--- src/sv/ttip_pkg.sv ---
package ttip_pkg;

  localparam int unsigned VALUE_BITS_DEF = 32;
  localparam int unsigned COUNT_BITS_DEF = 8;

  localparam int unsigned CH_BITS   = 8;
  localparam int unsigned BASE_BITS = 6;
  localparam int unsigned ADDR_BITS = 3;

  localparam logic [BASE_BITS-1:0] BASE_RESET   = BASE_BITS'(10);
  localparam logic                 SIGNED_RESET = 1'b1;

  typedef enum logic {
    REG_NUMBER_BASE = 1'b0,
    REG_SIGNED_MODE = 1'b1
  } reg_idx_e;

  localparam logic [CH_BITS-1:0] CH_ZERO  = 8'h30;
  localparam logic [CH_BITS-1:0] CH_NINE  = 8'h39;
  localparam logic [CH_BITS-1:0] CH_LA    = 8'h61;
  localparam logic [CH_BITS-1:0] CH_LZ    = 8'h7A;
  localparam logic [CH_BITS-1:0] CH_UA    = 8'h41;
  localparam logic [CH_BITS-1:0] CH_UZ    = 8'h5A;
  localparam logic [CH_BITS-1:0] CH_MINUS = 8'h2D;
  localparam logic [CH_BITS-1:0] CH_PLUS  = 8'h2B;
  localparam logic [CH_BITS-1:0] LETTER_OFFSET = 8'd10;
  localparam logic [CH_BITS-1:0] NOT_DIGIT     = 8'hFF;

  typedef struct packed {
    logic [CH_BITS-1:0] ch;
    logic               first;
  } item_t;

  typedef struct packed {
    logic [BASE_BITS-1:0] number_base;
    logic                 signed_mode;
  } cfg_t;

  function automatic logic [CH_BITS-1:0] digit_value(input logic [CH_BITS-1:0] c);
    logic [CH_BITS-1:0] d;
    d = NOT_DIGIT;
    if (c >= CH_ZERO && c <= CH_NINE) begin
      d = c - CH_ZERO;
    end else if (c >= CH_LA && c <= CH_LZ) begin
      d = c - CH_LA + LETTER_OFFSET;
    end else if (c >= CH_UA && c <= CH_UZ) begin
      d = c - CH_UA + LETTER_OFFSET;
    end
    return d;
  endfunction

endpackage

--- src/sv/ttip_cfg_regs.sv ---
module ttip_cfg_regs
  import ttip_pkg::*;
(
  input  logic                 clk_i,
  input  logic                 rst_ni,
  input  logic                 psel,
  input  logic                 penable,
  input  logic                 pwrite,
  input  logic [ADDR_BITS-1:0] paddr,
  input  logic [31:0]          pwdata,
  output logic [31:0]          prdata,
  output logic                 pready,
  output cfg_t                 cfg_o
);

  cfg_t     cfg_q, cfg_d;
  reg_idx_e idx;

  assign idx    = reg_idx_e'(paddr[2]);
  assign pready = 1'b1;
  assign cfg_o  = cfg_q;

  always_comb begin
    cfg_d = cfg_q;
    if (psel && penable && pwrite) begin
      unique case (idx)
        REG_NUMBER_BASE: cfg_d.number_base = pwdata[BASE_BITS-1:0];
        REG_SIGNED_MODE: cfg_d.signed_mode = pwdata[0];
        default:         cfg_d = cfg_q;
      endcase
    end
  end

  always_comb begin
    unique case (idx)
      REG_NUMBER_BASE: prdata = 32'(cfg_q.number_base);
      REG_SIGNED_MODE: prdata = 32'(cfg_q.signed_mode);
      default:         prdata = '0;
    endcase
  end

  always_ff @(posedge clk_i or negedge rst_ni) begin
    if (!rst_ni) begin
      cfg_q.number_base <= BASE_RESET;
      cfg_q.signed_mode <= SIGNED_RESET;
    end else begin
      cfg_q <= cfg_d;
    end
  end

endmodule

--- src/sv/ttip_in_stage.sv ---
module ttip_in_stage
  import ttip_pkg::*;
(
  input  logic  clk_i,
  input  logic  rst_ni,
  input  logic  valid_i,
  output logic  ready_o,
  input  item_t item_i,
  input  logic  advance_i,
  output logic  valid_o,
  output item_t item_o
);

  logic  valid_q, valid_d;
  item_t item_q;
  logic  accept;

  assign ready_o = !valid_q || advance_i;
  assign accept  = valid_i && ready_o;
  assign valid_o = valid_q;
  assign item_o  = item_q;

  always_comb begin
    valid_d = valid_q;
    if (accept) begin
      valid_d = 1'b1;
    end else if (advance_i) begin
      valid_d = 1'b0;
    end
  end

  always_ff @(posedge clk_i or negedge rst_ni) begin
    if (!rst_ni) begin
      valid_q <= 1'b0;
    end else begin
      valid_q <= valid_d;
    end
  end

  always_ff @(posedge clk_i) begin
    if (accept) begin
      item_q <= item_i;
    end
  end

endmodule

--- src/sv/ttip_core.sv ---
module ttip_core
  import ttip_pkg::*;
#(
  parameter int unsigned VALUE_BITS = VALUE_BITS_DEF,
  parameter int unsigned COUNT_BITS = COUNT_BITS_DEF
) (
  input  logic                  clk_i,
  input  logic                  rst_ni,
  input  cfg_t                  cfg_i,
  input  logic                  fire_i,
  input  item_t                 item_i,
  output logic                  res_valid_o,
  output logic [VALUE_BITS-1:0] value_o,
  output logic [COUNT_BITS-1:0] end_offset_o,
  output logic                  got_digits_o
);

  logic [VALUE_BITS-1:0] acc_q, acc_d, acc_base;
  logic [COUNT_BITS-1:0] cnt_q, cnt_d, cnt_base, cnt_inc;
  logic                  neg_q, neg_d, neg_base;
  logic                  seen_q, seen_d, seen_base;
  logic                  active_q, active_d;
  logic                  is_sign, is_digit;
  logic [CH_BITS-1:0]    dval;
  logic [VALUE_BITS+BASE_BITS-1:0] prod;

  assign acc_base  = item_i.first ? '0 : acc_q;
  assign cnt_base  = item_i.first ? '0 : cnt_q;
  assign neg_base  = item_i.first ? 1'b0 : neg_q;
  assign seen_base = item_i.first ? 1'b0 : seen_q;
  assign cnt_inc   = (&cnt_base) ? cnt_base : cnt_base + COUNT_BITS'(1);

  assign is_sign  = item_i.first &&
                    (item_i.ch == CH_PLUS || (item_i.ch == CH_MINUS && cfg_i.signed_mode));
  assign dval     = digit_value(item_i.ch);
  assign is_digit = dval < CH_BITS'(cfg_i.number_base);
  assign prod     = acc_base * cfg_i.number_base;

  assign value_o      = neg_base ? VALUE_BITS'(0) - acc_base : acc_base;
  assign end_offset_o = seen_base ? cnt_base : '0;
  assign got_digits_o = seen_base;

  always_comb begin
    acc_d       = acc_q;
    cnt_d       = cnt_q;
    neg_d       = neg_q;
    seen_d      = seen_q;
    active_d    = active_q;
    res_valid_o = 1'b0;
    if (fire_i && (item_i.first || active_q)) begin
      acc_d    = acc_base;
      cnt_d    = cnt_base;
      neg_d    = neg_base;
      seen_d   = seen_base;
      active_d = 1'b1;
      if (is_sign) begin
        neg_d = (item_i.ch == CH_MINUS);
        cnt_d = cnt_inc;
      end else if (is_digit) begin
        acc_d  = prod[VALUE_BITS-1:0] + VALUE_BITS'(dval);
        cnt_d  = cnt_inc;
        seen_d = 1'b1;
      end else begin
        active_d    = 1'b0;
        res_valid_o = 1'b1;
      end
    end
  end

  always_ff @(posedge clk_i or negedge rst_ni) begin
    if (!rst_ni) begin
      acc_q    <= '0;
      cnt_q    <= '0;
      neg_q    <= 1'b0;
      seen_q   <= 1'b0;
      active_q <= 1'b0;
    end else begin
      acc_q    <= acc_d;
      cnt_q    <= cnt_d;
      neg_q    <= neg_d;
      seen_q   <= seen_d;
      active_q <= active_d;
    end
  end

  a_res_needs_fire: assert property (@(posedge clk_i) disable iff (!rst_ni)
    res_valid_o |-> fire_i)
    else $error("Result produced without an item.");

  a_res_ends_parse: assert property (@(posedge clk_i) disable iff (!rst_ni)
    res_valid_o |=> !active_q)
    else $error("Parse still active after its result.");

  a_no_digit_zero_acc: assert property (@(posedge clk_i) disable iff (!rst_ni)
    !seen_q |-> acc_q == '0)
    else $error("Accumulator changed without a digit.");

  a_first_starts: assert property (@(posedge clk_i) disable iff (!rst_ni)
    (fire_i && item_i.first && !res_valid_o) |=> active_q)
    else $error("First character did not start a parse.");

endmodule

--- src/sv/ttip_out_stage.sv ---
module ttip_out_stage #(
  parameter int unsigned WIDTH = 41
) (
  input  logic             clk_i,
  input  logic             rst_ni,
  input  logic             load_i,
  input  logic [WIDTH-1:0] data_i,
  output logic             can_load_o,
  output logic             valid_o,
  input  logic             ready_i,
  output logic [WIDTH-1:0] data_o
);

  logic             valid_q, valid_d;
  logic [WIDTH-1:0] data_q;

  assign can_load_o = !valid_q || ready_i;
  assign valid_o    = valid_q;
  assign data_o     = data_q;

  always_comb begin
    valid_d = valid_q;
    if (load_i) begin
      valid_d = 1'b1;
    end else if (ready_i) begin
      valid_d = 1'b0;
    end
  end

  always_ff @(posedge clk_i or negedge rst_ni) begin
    if (!rst_ni) begin
      valid_q <= 1'b0;
    end else begin
      valid_q <= valid_d;
    end
  end

  always_ff @(posedge clk_i) begin
    if (load_i) begin
      data_q <= data_i;
    end
  end

endmodule

--- src/sv/text_to_integer_parser.sv ---
// The character that ends the number is parsed from the input register; its result is
// held in the output register. One character per cycle while the output can load, set
// by the single multiply-add in the parse stage. A stalled master side holds the input
// register and then the slave side. Reset is asynchronous and active low; it empties
// both stages, idles the parser and sets the base to 10 and signed mode to on.
module text_to_integer_parser
  import ttip_pkg::*;
#(
  parameter int unsigned VALUE_BITS = VALUE_BITS_DEF,
  parameter int unsigned COUNT_BITS = COUNT_BITS_DEF,
  localparam int unsigned OUT_BITS  = VALUE_BITS + COUNT_BITS,
  localparam int unsigned OUT_BYTES = (OUT_BITS + 7) / 8
) (
  input  logic                   clk_i,
  input  logic                   rst_ni,
  input  logic                   s_axis_tvalid,
  output logic                   s_axis_tready,
  input  logic [7:0]             s_axis_tdata,   // ch
  input  logic                   s_axis_tuser,   // first
  output logic                   m_axis_tvalid,
  input  logic                   m_axis_tready,
  output logic [8*OUT_BYTES-1:0] m_axis_tdata,   // value, end_offset, zero fill
  output logic                   m_axis_tuser,   // got_digits
  input  logic                   psel,
  input  logic                   penable,
  input  logic                   pwrite,
  input  logic [ADDR_BITS-1:0]   paddr,
  input  logic [31:0]            pwdata,
  output logic [31:0]            prdata,
  output logic                   pready
);

  cfg_t                  cfg;
  item_t                 in_item, stage_item;
  logic                  stage_valid, fire, can_load, res_valid, got_digits;
  logic [VALUE_BITS-1:0] value;
  logic [COUNT_BITS-1:0] end_offset;
  logic [OUT_BITS:0]     res_data, out_data;

  assign in_item.ch    = s_axis_tdata;
  assign in_item.first = s_axis_tuser;
  assign fire          = stage_valid && can_load;
  assign res_data      = {got_digits, end_offset, value};

  assign m_axis_tdata = (8*OUT_BYTES)'(out_data[OUT_BITS-1:0]);
  assign m_axis_tuser = out_data[OUT_BITS];

  ttip_cfg_regs u_cfg (
    .clk_i   (clk_i),
    .rst_ni  (rst_ni),
    .psel    (psel),
    .penable (penable),
    .pwrite  (pwrite),
    .paddr   (paddr),
    .pwdata  (pwdata),
    .prdata  (prdata),
    .pready  (pready),
    .cfg_o   (cfg)
  );

  ttip_in_stage u_in (
    .clk_i     (clk_i),
    .rst_ni    (rst_ni),
    .valid_i   (s_axis_tvalid),
    .ready_o   (s_axis_tready),
    .item_i    (in_item),
    .advance_i (fire),
    .valid_o   (stage_valid),
    .item_o    (stage_item)
  );

  ttip_core #(
    .VALUE_BITS (VALUE_BITS),
    .COUNT_BITS (COUNT_BITS)
  ) u_core (
    .clk_i        (clk_i),
    .rst_ni       (rst_ni),
    .cfg_i        (cfg),
    .fire_i       (fire),
    .item_i       (stage_item),
    .res_valid_o  (res_valid),
    .value_o      (value),
    .end_offset_o (end_offset),
    .got_digits_o (got_digits)
  );

  ttip_out_stage #(
    .WIDTH (OUT_BITS + 1)
  ) u_out (
    .clk_i      (clk_i),
    .rst_ni     (rst_ni),
    .load_i     (res_valid),
    .data_i     (res_data),
    .can_load_o (can_load),
    .valid_o    (m_axis_tvalid),
    .ready_i    (m_axis_tready),
    .data_o     (out_data)
  );

endmodule
--- config.mk ---
export PLATFORM = sky130hd
export DESIGN_NAME = text_to_integer_parser
export DESIGN_NICKNAME = d
export VERILOG_FILES = /design/src/sv/ttip_pkg.sv /design/src/sv/ttip_cfg_regs.sv /design/src/sv/ttip_in_stage.sv /design/src/sv/ttip_core.sv /design/src/sv/ttip_out_stage.sv /design/src/sv/text_to_integer_parser.sv
export SDC_FILE = /design/constraint.sdc
export NUM_CORES = 1
export LEC_CHECK = 0
export BUFFER_PORTS_ARGS = -buffer_cell sky130_fd_sc_hd__buf_2
export CORE_MARGIN = 2
export CORE_UTILIZATION = 40
export DETAILED_ROUTE_END_ITERATION = 16
export GPL_TIMING_DRIVEN = 0
export REMOVE_ABC_BUFFERS = 1
export SETUP_SLACK_MARGIN = 0.2
export SLEW_MARGIN = 5
export SYNTH_ARGS = -nofsm -noshare
export SYNTH_HDL_FRONTEND = slang
export SYNTH_SLANG_ARGS = --single-unit
--- constraint.sdc ---
create_clock -name clk_i -period 5.6 [get_ports clk_i]
set_input_delay 0.56 -clock clk_i [delete_from_list [all_inputs] [get_ports clk_i]]
set_output_delay 0.56 -clock clk_i [all_outputs]
set_load 0.01 [all_outputs]
# Word-level counts from Yosys, hierarchy flattened

Index checks and enable logic that the tools add are counted.

Bits in registers: 102
Word-level logic and storage cells: 79
Input bits: 51
Output and inout port bits: 76

Multiplexer cells: 26
Magnitude comparators: 7
Bitwise gates (word level): 1
Reduce and logical (&&, ||, !) cells: 21
$add $sub $neg: 8
Multipliers: 1
Equal/unequal tests: 2

Operators with widths:

| cell                                                                              | count |
|---|---|
| 32-bit 2-to-1 mux                                                                 | 4 |
| 32-bit case mux with 2 select lines                                               | 1 |
| 8-bit 2-to-1 mux                                                                  | 7 |
| 32-bit by 8-bit adder with 32-bit output                                          | 1 |
| 32-bit by 6-bit multiplier with 32-bit output                                     | 1 |
| 1-bit by 32-bit subtractor with 32-bit output (first input constant)              | 1 |
| 8-bit by 4-bit adder with 8-bit output (second input constant)                    | 2 |
| 8-bit by 6-bit equality test with 1-bit output (second input constant)            | 2 |
| 8-bit by 7-bit >= comparator with 1-bit output (second input constant)            | 2 |
| 8-bit by 7-bit less-or-equal comparator with 1-bit output (second input constant) | 2 |
| 8-bit by 7-bit subtractor with 8-bit output (second input constant)               | 2 |
| 1-bit 2-to-1 mux                                                                  | 14 |
| 1-bit logical AND                                                                 | 10 |
| 8-bit by 1-bit adder with 8-bit output (second input constant)                    | 1 |
| 8-bit by 6-bit >= comparator with 1-bit output (second input constant)            | 1 |
| 8-bit by 6-bit less-or-equal comparator with 1-bit output (second input constant) | 1 |
| 8-bit by 6-bit < comparator with 1-bit output                                     | 1 |
| 8-bit AND reduction                                                               | 1 |
| 8-bit by 6-bit subtractor with 8-bit output (second input constant)               | 1 |
| 1-bit logical OR                                                                  | 4 |
| 2-bit AND reduction                                                               | 2 |
| 2-bit nonzero test                                                                | 2 |
| 1-bit logical NOT                                                                 | 2 |
| 1-bit NOT                                                                         | 1 |

# Logic depth before layout (Yosys ltp)

Word-level depth: 10
Mapped depth: 23
Gate-level depth less buffers: 20

# Cells and area by module

Synthesis repeated with hierarchy kept, for this count alone.

Cells, all modules: 1,135
Area, all modules: 11,083.1 µm²

Modules (own cells, without submodules):

| module                 | area each (µm²) | cells each | sequential area each (µm²) | instances |
|---|---|---|---|---|
| ttip_core              | 8,921.1         | 1,026      | 1,076.0                    | 1 |
| ttip_out_stage         | 1,278.7         | 44         | 1,256.2                    | 1 |
| ttip_cfg_regs          | 553.0           | 51         | 178.9                      | 1 |
| ttip_in_stage          | 324.1           | 13         | 295.3                      | 1 |
| text_to_integer_parser | 6.3             | 1          | 0.0                        | 1 |

# Worst setup path before layout

OpenSTA, ideal clock, no wires.

Path type: register to register
From: register u_in.item_q, in the netlist u_in.item_o[0]
To: register u_core.acc_q[30]
Data required time: 5.479 ns
Path buffers: 3
Clock period less this slack: 5.538 ns
Cell stages (with the launch flop): 22
Path slack: 0.062 ns
Arrival time: 5.417 ns
Setup time: 0.121 ns
Cells stage by stage: edfxtp_1 clkbuf_1 clkbuf_1 clkbuf_1 nor2b_1 inv_1 nor2_1 fa_1 fa_1 fa_1 inv_1 fa_1 inv_1 ha_1 a21oi_1 nand3_1 a31oi_1 o21ai_0 o31a_1 a211oi_1 xnor2_1 a22o_1

Longest elaborated chain between the ends: 5
Elaborated cells on any way between the ends: 8
Those cells by class: add/sub: 1; mul: 1; mux: 3; reduce/logical: 3

Ends and longest elaborated chain:

| what                                          | RTL line            | RTL |
|---|---|---|
| start, declared                               | ttip_in_stage.sv:15 | `item_t item_q;` |
| start signal, assigned                        | ttip_in_stage.sv:42 | `item_q <= item_i;` |
| 32-bit 2-to-1 mux                             | ttip_core.sv:27     | `assign acc_base = item_i.first ? '0 : acc_q;` |
| 32-bit by 6-bit multiplier with 32-bit output | ttip_core.sv:37     | `assign prod = acc_base * cfg_i.number_base;` |
| 32-bit by 8-bit adder with 32-bit output      | ttip_core.sv:60     | `acc_d = prod[VALUE_BITS-1:0] + VALUE_BITS'(dval);` |
| 32-bit 2-to-1 mux                             | ttip_core.sv:59     | `end else if (is_digit) begin` |
| 32-bit 2-to-1 mux                             | ttip_core.sv:56     | `if (is_sign) begin` |
| end signal, assigned                          | ttip_core.sv:72     | `acc_q <= '0;` |
| end signal, assigned                          | ttip_core.sv:78     | `acc_q <= acc_d;` |
| end, declared                                 | ttip_core.sv:18     | `logic [VALUE_BITS-1:0] acc_q, acc_d, acc_base;` |

Several ways; a longest one is shown, not always the timed one.
A chain may end at the register's enable or synchronous reset.

# Worst setup path in the final report

Ends and elaborated chain as after synthesis.

==> results.md <==
- Most common cell after layout, fill and taps aside: and2_1
- Multi-input logic area: 0.007700 mm2
- Final Cycle Share: 0.9369
- Crit path arrival time: 5.51 ns
- Sequential area share after synthesis: 0.2554
- CP Capture Type: flop
- Hold WS: 0.2439 ns
- Synth unique cells: 67
- Most frequent cells in the layout: 138 x and2_1, 114 x fa_1, 88 x nor2_1
- Num CTS Buffers: 9
- Crit path time final: 5.247 ns
- Final Slew Violations: 0
- Htree depth: 3
- Top cell by count, worst path: fa_1
- Bufs and invs on worst path: 4
- Post-synthesis cell area: 0.01099 mm2
- Max Clk Rate: 0.1906 GHz
- Number of synthesized flops with an enable pin: 50
- Die Wd: 169.7 um
- RSZ-0062 raised after global routing: false
- Synth warn: 0
- Max-slew headroom: 0.1772
- Avg Synthesized Cell Area: a little under 10 um2
- Synth area leaders: fa_1 21%, edfxtp_1 14%, dfrtp_1 11%
- Fillers: 2570
- Worst-skew pair later-pin latency: ~0.37 ns
- # nets final: 1440
- CP delay by family, top: adder cells
- Initial antenna violation count: 0
- Pre-CTS setup slack: -0.5361 ns
- First-pass detailed-route iteration total: 5
- Post-Syn Instances: ~1100
- Setup Crit Path Kind: reg2reg
- Grt ovf: 0
- Least-Margin Pin Slew: about 1.2 ns
- Critical path cell sequence: clkbuf_16 -> buf_16 -> nor2b_4 -> buf_4 -> buf_8 -> and2_1 -> fa_1 -> fa_1 -> fa_1 -> ha_1 -> ha_2 -> nand3_1 -> nor2_1 -> a221oi_2 -> o21ai_2 -> o31a_1 -> a211oi_2 -> xnor2_1 -> a22o_1
- CTS tree: done
- Final worst slack: 0.3534 ns
- Vias in the first global route: 8307
- Most used DFF post-synth: edfxtp_1
- Register area: between 0.002 and 0.003 mm2
- Core footprint: 0.02695 mm2
- Power density cells: 179.4 mW/mm2
- Hold buffers post-CTS: 0
- Area leader, netlist: fa_1
- Vias per cell: 5.352
- CTS Root Cell: clkbuf_16
- DRT Wirelength: 26340 um
- Final setup violation count: 0
- Area Growth Syn to Fin: 12.25%
- Die ar.: 0.02881 mm2
- Detailed Place HPWL: about 19000 um
- Total power: 2.213 mW
- Synth top area share: 0.2077
- HP Class: in2async
- Async set or reset register ratio after synthesis: 0.5098
- Antenna-violating nets left: 0
- Largest net degree at the start of global routing: 53
- Crit-path max FO: 15
- CTS clk-pin slew, worst paths: 0.09 ns
- Static Leakage: 5.978 nW
- Clock tree sinks: 102
- I/O pins: 127
- Fin. Hold Viols: 0
- Chip height: 169.7 um
- Worst EP required: 5.86 ns
- Vias post-DR: ~8300
- Slowest-stage cell, CP: fa_1
- Clk buf depth: 2
- Cell Rows: 60
- Port buffer count: 71
- Run status: complete, no violations
- WL per Instance: 17.07 um
- GPL Wtd Cong: roughly 0.84
- First-pass GRT wire length: 44060 um
- Ant. Diodes: 0
- Setup TNS: 0 ns
- Maxcap violations: 0
- Layout cells sized above 1: 0.1489
- Yosys reg bits: 102
- Slowest cell delay on critical path: 0.52 ns
- Initial core utilization: 0.4077
- Initial drt markers: between 500 and 600
- Peak VDD IR: 0.1247 mV
- Critical Path Start Type: flop
- GRT Util Overall: 0.1924
- Max Clock Skew: 0.01767 ns
- DRC Markers: 0
[cells by family after synthesis]
| logic type | after synthesis | share of synthesized area |
|---|---|---|
| AOI/OAI and AO/OA | 191 | 0.1216 |
| muxes | 9 | 0.008996 |
| adders and majority gates | 192 | 0.2965 |
| other | 2 | 0.0006835 |
| and+or+nand+nor | 403 | 0.1888 |
| buffers and inverters | 172 | 0.07140 |
| DFF | 102 | 0.2554 |
| xor gates and xnor gates | 71 | 0.05659 |
[final timing paths]
check / from / endpoint / slack, ns / depth (start not counted)
max: u_in.item_o[0] / u_core.acc_q[30] / 0.35 / 19
min: rst_ni / u_cfg.cfg_o[3] / 0.24 / 1
max reg2reg: u_in.item_o[0] / u_core.acc_q[30] / 0.35 / 19
min reg2reg: u_cfg.cfg_o[3] / u_cfg.cfg_o[3] / 0.52 / 1
max in group asynchronous: rst_ni / u_core.acc_q[12] / 4.87 / 1
min in group clk_i: s_axis_tuser / u_in.item_o[0] / 0.36 / 1
[stage by stage]
step / cell area [um2] / utilization / cells
final: 12330 / 0.4577 / 1543
after global routing: 12330 / 0.4577 / 1543
after CTS: 12130 / 0.4500 / 1532
after detailed placement: 11640 / 0.4321 / 1504
after global placement: 11400 / 0.4231 / 1493
after floorplan: 10620 / - / 1081
[worst reg2reg max path: cells and delay by family (launching register included)]
family | cells | cell delay [ns]
flip-flops | 1 | 0.45
AO/OA/AOI/OAI | 5 | 1.18
XOR/XNOR | 1 | 0.12
adder cells (fa/ha/maj) | 5 | 2.11
AND/OR/NAND/NOR | 4 | 0.62
buffers and inverters | 4 | 0.66
[state kept, by name, summed over array words and instances, names as in the netlist]
register / flops
u_in.valid_o: 1
u_core.acc_q: 32
u_core.seen_q: 1
u_core.cnt_q: 8
u_out.data_o: 41
u_core.active_q: 1
u_in.item_o: 9
u_core.neg_q: 1
u_out.valid_o: 1
u_cfg.cfg_o: 7
[report_power, final]
part	internal [mW]	leakage [nW]	switching, mW	total, mW
clock	0.317	0.149	0.339	0.656
sequential	0.886	1.19	0.0517	0.937
combinational	0.230	4.64	0.390	0.620
total	1.43	5.98	0.780	2.21
[synth_stat cells, drive strengths merged (35+ instances only)]
master / number
and2: 141
buf: 42
clkbuf: 44
dfrtp: 49
edfxtp: 50
fa: 114
ha: 78
inv: 86
nand2: 82
nor2: 95
o21ai: 35
xor2: 38
[area by class of cell]
type                            instances  share of cell area
Sequential cell                       102              0.2275
Timing Repair Buffer                  104             0.06289
Inverter                               86             0.02617
Multi-Input combinational cell        894              0.6243
Tap cell                              341             0.03459
Clock buffer                            9             0.01826
Clock inverter                          7            0.006289
[repair_timing]
item                                   in CTS  in global routing
cloned                                      1                  2
gates resized for setup                    22                 25
pin swaps                                   8                 15
setup endpoints to repair                  21                 15
setup buffers                              11                  9
endpoints found under the hold margin       0                  0
[routing by layer]
| layer | wire (um) | up-vias | global-route usage |
|---|---|---|---|
| li1 | - | 3891 | - |
| met1 | 12480 | 4202 | 0.2723 |
| met2 | 12760 | 148 | 0.3219 |
| met3 | 818 | 17 | 0.01469 |
| met4 | 285 | 0 | 0.04682 |
| met5 | 0 | - | 0 |
Power figures use the tool's default switching activity.
